==> src/rtl/b64sd_pkg.sv <==
package b64sd_pkg;

	localparam int QDepth = 8;
	localparam int QPtrW  = $clog2(QDepth);
	localparam int QCntW  = $clog2(QDepth + 1);
	localparam int MaxRes = 4;

	localparam logic [1:0] ST_DATA = 2'd0;
	localparam logic [1:0] ST_OK   = 2'd1;
	localparam logic [1:0] ST_ERR  = 2'd2;

	localparam logic [7:0] CH_UPPER_A = 8'h41;
	localparam logic [7:0] CH_UPPER_Z = 8'h5A;
	localparam logic [7:0] CH_LOWER_A = 8'h61;
	localparam logic [7:0] CH_LOWER_Z = 8'h7A;
	localparam logic [7:0] CH_DIGIT_0 = 8'h30;
	localparam logic [7:0] CH_DIGIT_9 = 8'h39;
	localparam logic [7:0] CH_PLUS    = 8'h2B;
	localparam logic [7:0] CH_SLASH   = 8'h2F;
	localparam logic [7:0] CH_PAD     = 8'h3D;

	typedef struct packed {
		logic [7:0] data;
		logic [1:0] status;
		logic       last;
	} res_t;

	typedef struct packed {
		logic       ok;
		logic [5:0] val;
	} sextet_t;

	// map one character of the standard alphabet; '=' maps to zero
	function automatic sextet_t sextet_of(input logic [7:0] c);
		sextet_t r;
		r = '{ok: 1'b1, val: 6'd0};
		if (c >= CH_UPPER_A && c <= CH_UPPER_Z) begin
			r.val = 6'(c - CH_UPPER_A);
		end else if (c >= CH_LOWER_A && c <= CH_LOWER_Z) begin
			r.val = 6'(c - CH_LOWER_A) + 6'd26;
		end else if (c >= CH_DIGIT_0 && c <= CH_DIGIT_9) begin
			r.val = 6'(c - CH_DIGIT_0) + 6'd52;
		end else if (c == CH_PLUS) begin
			r.val = 6'd62;
		end else if (c == CH_SLASH) begin
			r.val = 6'd63;
		end else if (c == CH_PAD) begin
			r.val = 6'd0;
		end else begin
			r.ok = 1'b0;
		end
		return r;
	endfunction

endpackage

==> src/rtl/base64_stream_decoder.sv <==
// Results of an accepted character go to the result queue and leave after older ones.
// One character per cycle unless stalled; one result word per cycle unless out_stall.
// A character sits in the input register until the 8-entry result queue has room for
// the four results it can cause, so input stalls only while more than four wait.
// Reset (arst_n low, asynchronous) empties the queue and clears the group and error state.
module base64_stream_decoder (
	input  logic       clk,
	input  logic       arst_n,
	input  logic       in_valid,
	output logic       in_stall,
	input  logic [7:0] in_char,
	input  logic       in_final,
	output logic       out_valid,
	input  logic       out_stall,
	output logic [7:0] out_byte,
	output logic [1:0] out_status,
	output logic       out_last
);

	logic                           vld_s1;
	logic [7:0]                     char_s1;
	logic                           final_s1;

	logic [17:0]                    acc_q;
	logic [1:0]                     pos_q;
	logic [2:0]                     pad_q;
	logic                           err_q;

	b64sd_pkg::res_t                q_mem [b64sd_pkg::QDepth];
	logic [b64sd_pkg::QPtrW-1:0]    wr_ptr_q;
	logic [b64sd_pkg::QPtrW-1:0]    rd_ptr_q;
	logic [b64sd_pkg::QCntW-1:0]    cnt_q;

	logic                           room;
	logic                           take;
	logic                           pop;
	b64sd_pkg::sextet_t             sx;
	logic                           is_pad;
	logic [2:0]                     pad_n;
	logic [23:0]                    word;
	logic [1:0]                     nbytes;
	logic [2:0]                     nres;
	b64sd_pkg::res_t                res [b64sd_pkg::MaxRes];
	logic [17:0]                    acc_d;
	logic [1:0]                     pos_d;
	logic [2:0]                     pad_d;
	logic                           err_d;
	logic [1:0]                     pos_after;
	logic [7:0]                     bytes [3];

	// hold the character until the queue can absorb a full burst of results
	assign room     = cnt_q <= b64sd_pkg::QCntW'(b64sd_pkg::QDepth - b64sd_pkg::MaxRes);
	assign take     = vld_s1 && room;
	assign in_stall = vld_s1 && !room;
	assign pop      = out_valid && !out_stall;

	assign sx     = b64sd_pkg::sextet_of(char_s1);
	assign is_pad = char_s1 == b64sd_pkg::CH_PAD;
	assign pad_n  = pad_q + {2'b00, is_pad};
	assign word   = {acc_q, sx.val};

	assign bytes[0] = word[23:16];
	assign bytes[1] = word[15:8];
	assign bytes[2] = word[7:0];

	always_comb begin
		acc_d     = acc_q;
		pos_d     = pos_q;
		pad_d     = pad_q;
		err_d     = err_q;
		nbytes    = 2'd0;
		nres      = 3'd0;
		pos_after = pos_q;
		for (int j = 0; j < b64sd_pkg::MaxRes; j++) begin
			res[j] = '{data: 8'd0, status: b64sd_pkg::ST_DATA, last: 1'b0};
		end
		if (err_q) begin
			// drop the rest of the string
			if (final_s1) begin
				acc_d = '0;
				pos_d = '0;
				pad_d = '0;
				err_d = 1'b0;
			end
		end else if (!sx.ok) begin
			res[0] = '{data: 8'd0, status: b64sd_pkg::ST_ERR, last: 1'b1};
			nres   = 3'd1;
			acc_d  = '0;
			pos_d  = '0;
			pad_d  = '0;
			err_d  = !final_s1;
		end else begin
			if (pos_q == 2'd3) begin
				nbytes    = (pad_n >= 3'd3) ? 2'd0 : 2'(3'd3 - pad_n);
				pos_after = 2'd0;
				acc_d     = '0;
				pos_d     = '0;
				pad_d     = '0;
			end else begin
				pos_after = pos_q + 2'd1;
				acc_d     = {acc_q[11:0], sx.val};
				pos_d     = pos_after;
				pad_d     = pad_n;
			end
			for (int j = 0; j < 3; j++) begin
				if (2'(j) < nbytes) begin
					res[j] = '{data: bytes[j], status: b64sd_pkg::ST_DATA, last: 1'b0};
				end
			end
			nres = {1'b0, nbytes};
			if (final_s1) begin
				res[nbytes] = '{data: 8'd0,
					status: (pos_after != 2'd0) ? b64sd_pkg::ST_ERR : b64sd_pkg::ST_OK,
					last: 1'b1};
				nres  = {1'b0, nbytes} + 3'd1;
				acc_d = '0;
				pos_d = '0;
				pad_d = '0;
			end
		end
	end

	always_ff @(posedge clk or negedge arst_n) begin
		if (!arst_n) begin
			vld_s1 <= 1'b0;
		end else if (!in_stall) begin
			vld_s1 <= in_valid;
		end
	end

	always_ff @(posedge clk) begin
		if (!in_stall && in_valid) begin
			char_s1  <= in_char;
			final_s1 <= in_final;
		end
	end

	always_ff @(posedge clk or negedge arst_n) begin
		if (!arst_n) begin
			acc_q <= '0;
			pos_q <= '0;
			pad_q <= '0;
			err_q <= 1'b0;
		end else if (take) begin
			acc_q <= acc_d;
			pos_q <= pos_d;
			pad_q <= pad_d;
			err_q <= err_d;
		end
	end

	always_ff @(posedge clk) begin
		if (take) begin
			for (int j = 0; j < b64sd_pkg::MaxRes; j++) begin
				if (3'(j) < nres) begin
					q_mem[wr_ptr_q + b64sd_pkg::QPtrW'(j)] <= res[j];
				end
			end
		end
	end

	always_ff @(posedge clk or negedge arst_n) begin
		if (!arst_n) begin
			wr_ptr_q <= '0;
			rd_ptr_q <= '0;
			cnt_q    <= '0;
		end else begin
			if (take) begin
				wr_ptr_q <= wr_ptr_q + b64sd_pkg::QPtrW'(nres);
			end
			if (pop) begin
				rd_ptr_q <= rd_ptr_q + b64sd_pkg::QPtrW'(1);
			end
			cnt_q <= cnt_q + (take ? b64sd_pkg::QCntW'(nres) : '0)
				- b64sd_pkg::QCntW'(pop);
		end
	end

	assign out_valid  = cnt_q != '0;
	assign out_byte   = q_mem[rd_ptr_q].data;
	assign out_status = q_mem[rd_ptr_q].status;
	assign out_last   = q_mem[rd_ptr_q].last;

	a_cnt_bound: assert property (@(posedge clk) disable iff (!arst_n)
		cnt_q <= b64sd_pkg::QCntW'(b64sd_pkg::QDepth))
		else $error("result queue overfilled");

	a_pad_le_pos: assert property (@(posedge clk) disable iff (!arst_n)
		pad_q <= {1'b0, pos_q})
		else $error("pad count exceeds characters in group");

	a_stall_needs_item: assert property (@(posedge clk) disable iff (!arst_n)
		in_stall |-> vld_s1)
		else $error("input stalled with empty input register");

	a_push_room: assert property (@(posedge clk) disable iff (!arst_n)
		take |=> cnt_q <= b64sd_pkg::QCntW'(b64sd_pkg::QDepth))
		else $error("push overran queue");

	a_last_is_status: assert property (@(posedge clk) disable iff (!arst_n)
		(out_valid && out_last) |-> out_status != b64sd_pkg::ST_DATA)
		else $error("last word carries data status");

endmodule
==> config.mk <==
export PLATFORM = sky130hd
export DESIGN_NAME = base64_stream_decoder
export DESIGN_NICKNAME = d
export VERILOG_FILES = /design/src/rtl/b64sd_pkg.sv /design/src/rtl/base64_stream_decoder.sv
export SDC_FILE = /design/constraint.sdc
export NUM_CORES = 1
export LEC_CHECK = 0
export ABC_AREA = 1
export BUFFER_PORTS_ARGS = -buffer_cell sky130_fd_sc_hd__buf_2
export CAP_MARGIN = 20
export CORE_MARGIN = 1
export CORE_UTILIZATION = 34
export DETAILED_ROUTE_END_ITERATION = 8
export SLEW_MARGIN = 15
export SYNTH_ARGS = -nofsm -noshare
export SYNTH_HDL_FRONTEND = slang
export SYNTH_SLANG_ARGS = --single-unit
==> constraint.sdc <==
create_clock -name clk -period 3.9 [get_ports clk]
set_input_delay 0.585 -clock clk [delete_from_list [all_inputs] [get_ports clk]]
set_output_delay 0.585 -clock clk [all_outputs]
set_load 0.005 [all_outputs]
==> impl_results.md, run 1 <==
- Outcome: finished with violations
- Failing checks: DRC
- Hold WC Path Type: input port to async pin
- Clk sinks: 132
- Cells after synthesis: 1209
- Top post-synthesis cells by area: edfxtp_1, o21ai_0, nand2_1
- CP max stage cell: edfxtp_1
- Core Box Area: 26200 sq um
- Max Freq: 272 MHz
- Fin worst setup slack: 219 ps
- Min cycle time layout: 3680 ps
- Sequential share of the synthesized area: 41.5%
- Critical-path cell list: ha_1 -> nand3_1 -> inv_1 -> ha_1 -> ha_1 -> inv_1 -> nand2_1 -> nand2_1 -> nand2_1 -> nor2_2 -> buf_4 -> ha_1 -> inv_1 -> nor2_2 -> nand3_4 -> nor2_1 -> nand2_1 -> inv_1 -> a21oi_1
- Routed wire length: 29.9 mm
- Setup tns final: 0 ps
- Die ar.: 27500 sq um
- Antenna viol nets, final: 0
- Commonest cells in the netlist: nand2_1, nor2_1, o21ai_0, edfxtp_1, inv_1
- CP max stage delay: 450 ps
- Finish-stage setup viols: 0
- Tcrit/Tclk final: 94.4%
- Area grow syn2layout: 15.2%
- HPWL after DPL: 21.1 mm
- Register bit total from synthesis: 132
- Clk Latency, worst-skew pair: 430 ps
- First-pass GRT wire length: 46.2 mm
- Residual DRC count: 2
- Asr flop ratio synth: 26.5%
- Setup Skew: 10.3 ps
- Leakage: 4.47 nW
- Worst EP arrival: 3850 ps
- Post-synth EDFFs: 97
- Met1 Usage GRT: 28.8%
- Worst Tran Pin Value: 1100 ps
- Ys flop type: edfxtp_1
- Rows: 59
- DP Worst Slack: 259 ps
- Post-synth top area share: 31.9%
- Number of buffers created by CTS: 17
- CTS root buf: clkbuf_16
- Global routing's busiest layer: met2
- Worst reg2reg setup slack: 220 ps
- WS Path Type: flop to flop
- Yosys warns: 0
- Number of inserted diodes: 0
- Vias per cell: 5.42
- FF-to-FF End: q_mem[4][10]
- Startpoint types: flop
- CP Capture Type: flop
- M3 GR Usage: 5.53%
- RSZ-0062 raised after global routing: no
- Library cells used by synthesis: 43
- DR iter-0 viols: 1004
- Largest area contributor in the netlist: edfxtp_1
- DR pass1 iterations: 8
- Number of I/O port buffers: 25
- H-tree depth: 4
- CP max FO: 8
- Initial antenna violation count: 0
- Bufs on Longest Clock Path: 2
- Largest net degree at the start of global routing: 47
- Fill cells: 2622
- Post-Syn Area: 9120 sq um
- PwrDens: 572 nW/um^2
- Nets: 1305
- Most common cell in the netlist: nand2_1
- Vias in the first global route: 8171
- Fin util: 40.1%
- DR vias: 8735
- Grt ovf: 0
- Layout cell share with drive strength beyond 1: 14.0%
- Starting Density: 34.8%
- Avg Cell Area, Syn: 7.54 sq um
- Post-synth net total: 1250
- Max VDD drop: 323 uV
- GR Util met2: 34.9%
- RePlAce Congestion: 0.932
- Horiz. Die Dim: 166 um
- Gr usage total: 22.0%
- Rel. slew slack: 26.5%
- CTS clk-pin slew, worst paths: 70 ps
- Hold Violations, Final: 0
- DIE HEIGHT: 166 um
- Reg-to-Reg Start: char_s1[0]
- # IOs: 26
- Worst r2r path cells: 19
- Critical path required time: 4070 ps
- WL per Instance: 18.6 um
- Fin. max-slew vios: 0
- Max_cap viols: 0
- CTS tree: yes
==> flip-flops by register name (all words and copies together) (netlist names) <==
name and flops:
acc_q 18, char_s1 8, cnt_q 4, err_q 1, final_s1 1, pad_q 3
pos_q 2, q_mem 88, rd_ptr_q 3, vld_s1 1, wr_ptr_q 3
==> where the power goes <==
group	total, mW	switching (mW)	internal, mW
sequential	1.83	0.109	1.72
combinational	2.52	1.74	0.780
clock	1.66	0.705	0.957
total	6.01	2.55	3.46
==> critical path, delay by kind of cell (launching register included) <==
kind | cells | cell delay (ps)
simple gates | 9 | 1550
compound gates | 1 | 100
flops | 1 | 450
fa+ha+maj | 4 | 800
buf+inv | 5 | 500
==> per-layer routing <==
layer / up-vias / part of all wire [%]
li1: 4218 / -
met5: - / 0
met3: 71 / 11
met2: 443 / 45
met4: 0 / 3.3
met1: 4003 / 42
==> cell type report <==
cell class                      instances  area, sq um  share of cell area, %
Clock buffer                           17          425                   4.05
Clock inverter                         15          164                   1.56
Inverter                               94          372                   3.54
Multi-Input combinational cell        932         4720                   44.9
Sequential cell                       132         3790                   36.1
Tap cell                              335          419                   3.99
Timing Repair Buffer                   87          616                   5.86
==> timing repair <==
action / 4_1_cts / 5_1_grt
endpoints found under the setup margin: 0 / 73
hold buffers: 0 / 0
buffers inserted: 0 / 1
gates resized for setup: 0 / 12
==> per-stage QoR <==
stage	std cells	hold slack, ps	instance area (sq um)	total power [mW]
2_1_floorplan	1209	289	9120	3.55
3_3_place_gp	1578	476	9860	4.31
3_5_place_dp	1578	494	9860	4.34
4_1_cts	1610	258	10500	5.99
5_1_grt	1612	313	10500	6.38
6_report	1612	225	10500	6.01
==> cells in the final DEF, fill, tap and decap left out, drive strengths merged, types with 6 or more instances in the layout <==
cell type / synthesis / layout
edfxtp: 97 / 97
clkinvlp: 0 / 6
a21oi: 23 / 23
nor2: 236 / 236
o211ai: 10 / 10
o22ai: 30 / 30
nand2: 263 / 264
nor3: 20 / 20
dfrtp: 35 / 35
buf: 25 / 87
xor2: 9 / 9
nand4: 16 / 16
clkbuf: 27 / 17
o21ai: 200 / 200
inv: 93 / 96
o2111ai: 8 / 8
ha: 26 / 26
a31oi: 12 / 12
nand3: 66 / 66
==> kinds of logic (layout without fill, tap and decap cells) <==
kind of cell,Yosys count,in the layout,share of synthesized area [%]
AO/OA/AOI/OAI,283,283,16.9
XOR/XNOR,13,13,1.25
AND/OR/NAND/NOR,607,608,29.3
flip-flops,132,132,41.5
adder cells (fa/ha/maj),28,28,4.01
buffers and inverters,146,213,7.00
==> worst max path at each step <==
stage / slack (ps) / end / cells past startpoint / startpoint
5_1_grt: 6 / q_mem[7][0] / 22 / char_s1[6]
4_1_cts: 240 / q_mem[6][3] / 20 / char_s1[0]
6_report: 220 / q_mem[4][10] / 19 / char_s1[0]
2_1_floorplan: 130 / q_mem[7][0] / 20 / char_s1[2]
3_3_place_gp: 280 / q_mem[6][8] / 20 / char_s1[0]
3_5_place_dp: 260 / q_mem[6][4] / 20 / char_s1[0]
(Power assumes the default switching activity.)
==> run 2, diff against run 1 <==
ABC_AREA = not set   (was 1)
CELL_PAD_IN_SITES_DETAIL_PLACEMENT = 0   (was not set)
CELL_PAD_IN_SITES_GLOBAL_PLACEMENT = 1   (was not set)
PLACE_DENSITY_LB_ADDON = 0.1   (was not set)
==> run 2 against run 1 <==
Effect of this change: the run ends with DRC, setup timing left; sequential power about the same; fmax down 5.8%; register-to-register slack worse by 230 ps; via count down 4.2%; power up 4.7%; worst setup slack worse by 230 ps; utilization up 4.6 points; die area down 0.11%; clock power about the same; final cell count down 15%.
==> impl_results.md, run 2 <==
- DR iter-0 viols: 728 (-27%)
- Ys flop type: edfxtp_1
- CP Capture Type: flop
- CTS root buf: clkbuf_16
- Setup tns final: -7.01 ps (-7.01 ps)
- Tcrit/Tclk final: 100% (+5.8 points)
- Yosys warns: 0 (unchanged)
- Setup Skew: 27.0 ps (+16.7 ps)
- Grt ovf: 0 (unchanged)
- Die ar.: 27400 sq um (-0.11%)
- Library cells used by synthesis: 81 (+88%)
- PwrDens: 540 nW/um^2 (-5.7%)
- WL per Instance: 27.2 um (+46%)
- Commonest non-fill, non-tap cell in the layout: buf_4
- Regs by FF count: q_mem: 88 flops, acc_q: 18 flops, char_s1: 8 flops
- Internal cell power: 3.60 mW (+4.2%)
- Max VDD drop: 360 uV (+12%)
- First-pass GRT wire length: 55.0 mm (+19%)
- Routed wire length: 37.4 mm (+25%)
- Outcome: finished with violations
- CTS tree: yes
- Most common cell in the netlist: edfxtp_1
- Asr flop ratio synth: 26.5% (unchanged)
- Vias per cell: 6.08 (+12%)
- Largest register by flop count: q_mem
- Sequential share of the synthesized area: 41.6% (+0.046 points)
- Switch Pwr: 2.69 mW (+5.4%)
- DP Worst Slack: -112 ps (-371 ps)
- Vias in the first global route: 8243 (+0.88%)
- Fin. max-slew vios: 0 (unchanged)
- Worst EP arrival: 4070 ps (+220 ps)
- DR vias: 8368 (-4.2%)
- CTS clk-pin slew, worst paths: 80 ps (about the same)
- Register bit total from synthesis: 132 (unchanged)
- Number of I/O port buffers: 25 (unchanged)
- DR pass1 iterations: 9 (+1)
- Horiz. Die Dim: 166 um (about the same)
- Fin worst setup slack: -7.01 ps (-226 ps)
- Starting Density: 34.9% (+0.060 points)
- Finish-stage setup viols: 1 (+1)
- Cells after synthesis: 902 (-25%)
- Max_cap viols: 0 (unchanged)
- Worst Tran Pin Value: 869 ps (-227 ps)
- Number of buffers created by CTS: 17 (unchanged)
- # IOs: 26 (unchanged)
- Hold Violations, Final: 0 (unchanged)
- RePlAce Congestion: 0.928 (-0.44%)
- Hold WC Path Type: input port to async pin
- Initial antenna violation count: 1 (+1)
- Top post-synthesis cells by area: edfxtp_1, dfrtp_1, mux4_2
- Post-Syn Area: 9110 sq um (-0.11%)
- Layout cell share with drive strength beyond 1: 30.9% (+17 points)
- Rel. slew slack: 42.1% (+16 points)
- Antenna viol nets, final: 0 (unchanged)
- Max FFs per register: 88 (unchanged)
- Clk sinks: 132 (unchanged)
- Clock power share: 26.5% (-1.1 points)
- Clk Latency, worst-skew pair: 440 ps (about the same)
- Post-synth top area share: 32.0% (+0.035 points)
- Largest area contributor in the netlist: edfxtp_1
- Critical path required time: 4060 ps (about the same)
- Largest net degree at the start of global routing: 36 (-23%)
- Post-synth net total: 943 (-25%)
- Min cycle time layout: 3910 ps (+226 ps)
- Commonest cells in the netlist: edfxtp_1, nand2_1, nor2_1, o21ai_0, nor3_1
- Failing checks: DRC, setup timing
- Combinational power share: 44.5% (+2.6 points)
- Leakage: 4.28 nW (-4.4%)
- Startpoint types: flop
- Nets: 1068 (-18%)
- Sequential power share: 29.0% (-1.4 points)
- Switching part of the total: 42.8% (+0.28 points)
- DIE HEIGHT: 166 um (about the same)
- Gr usage total: 27.1% (+5.1 points)
- RSZ-0062 raised after global routing: yes
- CP max FO: 4 (-4)
- Bufs on Longest Clock Path: 2 (unchanged)
- Core Box Area: 26100 sq um (-0.28%)
- Area grow syn2layout: 28.1%
- Post-synth EDFFs: 97 (unchanged)
- HPWL after DPL: 27.6 mm (+31%)
- Residual DRC count: 4 (+2)
- Rows: 59 (unchanged)
- Most frequent cells in the layout: buf_4, edfxtp_1, nor2_1
- Avg Cell Area, Syn: 10.1 sq um (+34%)
- H-tree depth: 4 (unchanged)
- Fill cells: 2554 (-2.6%)
- WS Path Type: flop to flop
- Max Freq: 256 MHz (-5.8%)
[run 2: per-layer routing]
layer	global-route usage, %	vias to the layer above	share of wire, %
met1	36.8	4230	44
met5	0	-	0
met2	45.1	353	48
met3	3.63	56	5.7
met4	8.09	0	2.6
li1	-	3729	-
[run 2: critical path, cell delays in order (launching register included)]
cell and delay [ps]:
edfxtp_1 410, ha_2 200, and4_1 200, ha_2 190, ha_4 180, xor2_4 190
or3_4 390, ha_4 260, a21oi_4 210, o211ai_1 160, buf_4 210, a2111oi_4 260
buf_4 200, mux2i_1 180, o21ai_1 90, a32o_2 320
[run 2: timing repair]
item	CTS	global route
setup endpoints to repair	48	151
hold buffers	0	0
pin swaps	2	17
resized for setup	5	49
buffers inserted	2	24
cloned	0	4
[run 2: cell families (layout without fill, tap and decap cells)]
kind of cell / count (synthesis) / count (layout) / share of synthesized area [%]
other: 0 / 1 / 0
xor gates and xnor gates: 14 / 14 / 1.43
and+or+nand+nor: 301 / 301 / 16.0
DFF: 132 / 132 / 41.6
adders and majority gates: 28 / 28 / 4.01
AOI/OAI and AO/OA: 256 / 256 / 20.8
muxes: 80 / 80 / 12.0
buffers and inverters: 91 / 229 / 4.19
[run 2: final cells by class]
| cell class | count | area (sq um) | share of cell area (%) |
|---|---|---|---|
| flip-flops and latches | 132 | 3790 | 32.5 |
| repair buffers | 164 | 1380 | 11.8 |
| diodes | 1 | 2.50 | 0.0214 |
| multi-input cells | 679 | 5360 | 45.9 |
| inverters | 33 | 129 | 1.10 |
| clock inverters | 15 | 164 | 1.40 |
| well taps | 335 | 419 | 3.59 |
| clock buffers | 17 | 425 | 3.65 |
[run 2: per-stage QoR]
stage                     utilization [%]  cells  hold WS [ps]  area (sq um)  power, mW
after floorplan                         -    902           289          9450       3.55
after global placement               40.6   1313           485         10600       4.55
after detailed placement             40.6   1313           487         10600       4.57
after CTS                            43.0   1347           288         11200       6.24
after global routing                 44.6   1375           305         11700       6.59
final                                44.6   1376           253         11700       6.30
[run 2: final timing paths]
| kind | start | endpoint | slack (ps) | cells past startpoint |
|---|---|---|---|---|
| setup / recovery | char_s1[0] | q_mem[7][1] | -7 | 15 |
| hold / removal | arst_n | wr_ptr_q[0] | 250 | 1 |
| setup reg to reg | char_s1[0] | q_mem[7][1] | -7 | 15 |
| hold reg to reg | acc_q[13] | acc_q[13] | 500 | 1 |
| max in group asynchronous | arst_n | acc_q[16] | 3070 | 1 |
| min in group clk | in_final | final_s1 | 310 | 1 |
[run 2: power groups by stage]
stage / logic [mW] / registers, mW / clock network (mW)
after CTS: 2.73 / 1.82 / 1.69
after global placement: 2.70 / 1.85 / 0
final: 2.80 / 1.82 / 1.67
after global routing: 3.01 / 1.84 / 1.74
after floorplan: 1.75 / 1.80 / 0
after detailed placement: 2.71 / 1.85 / 0
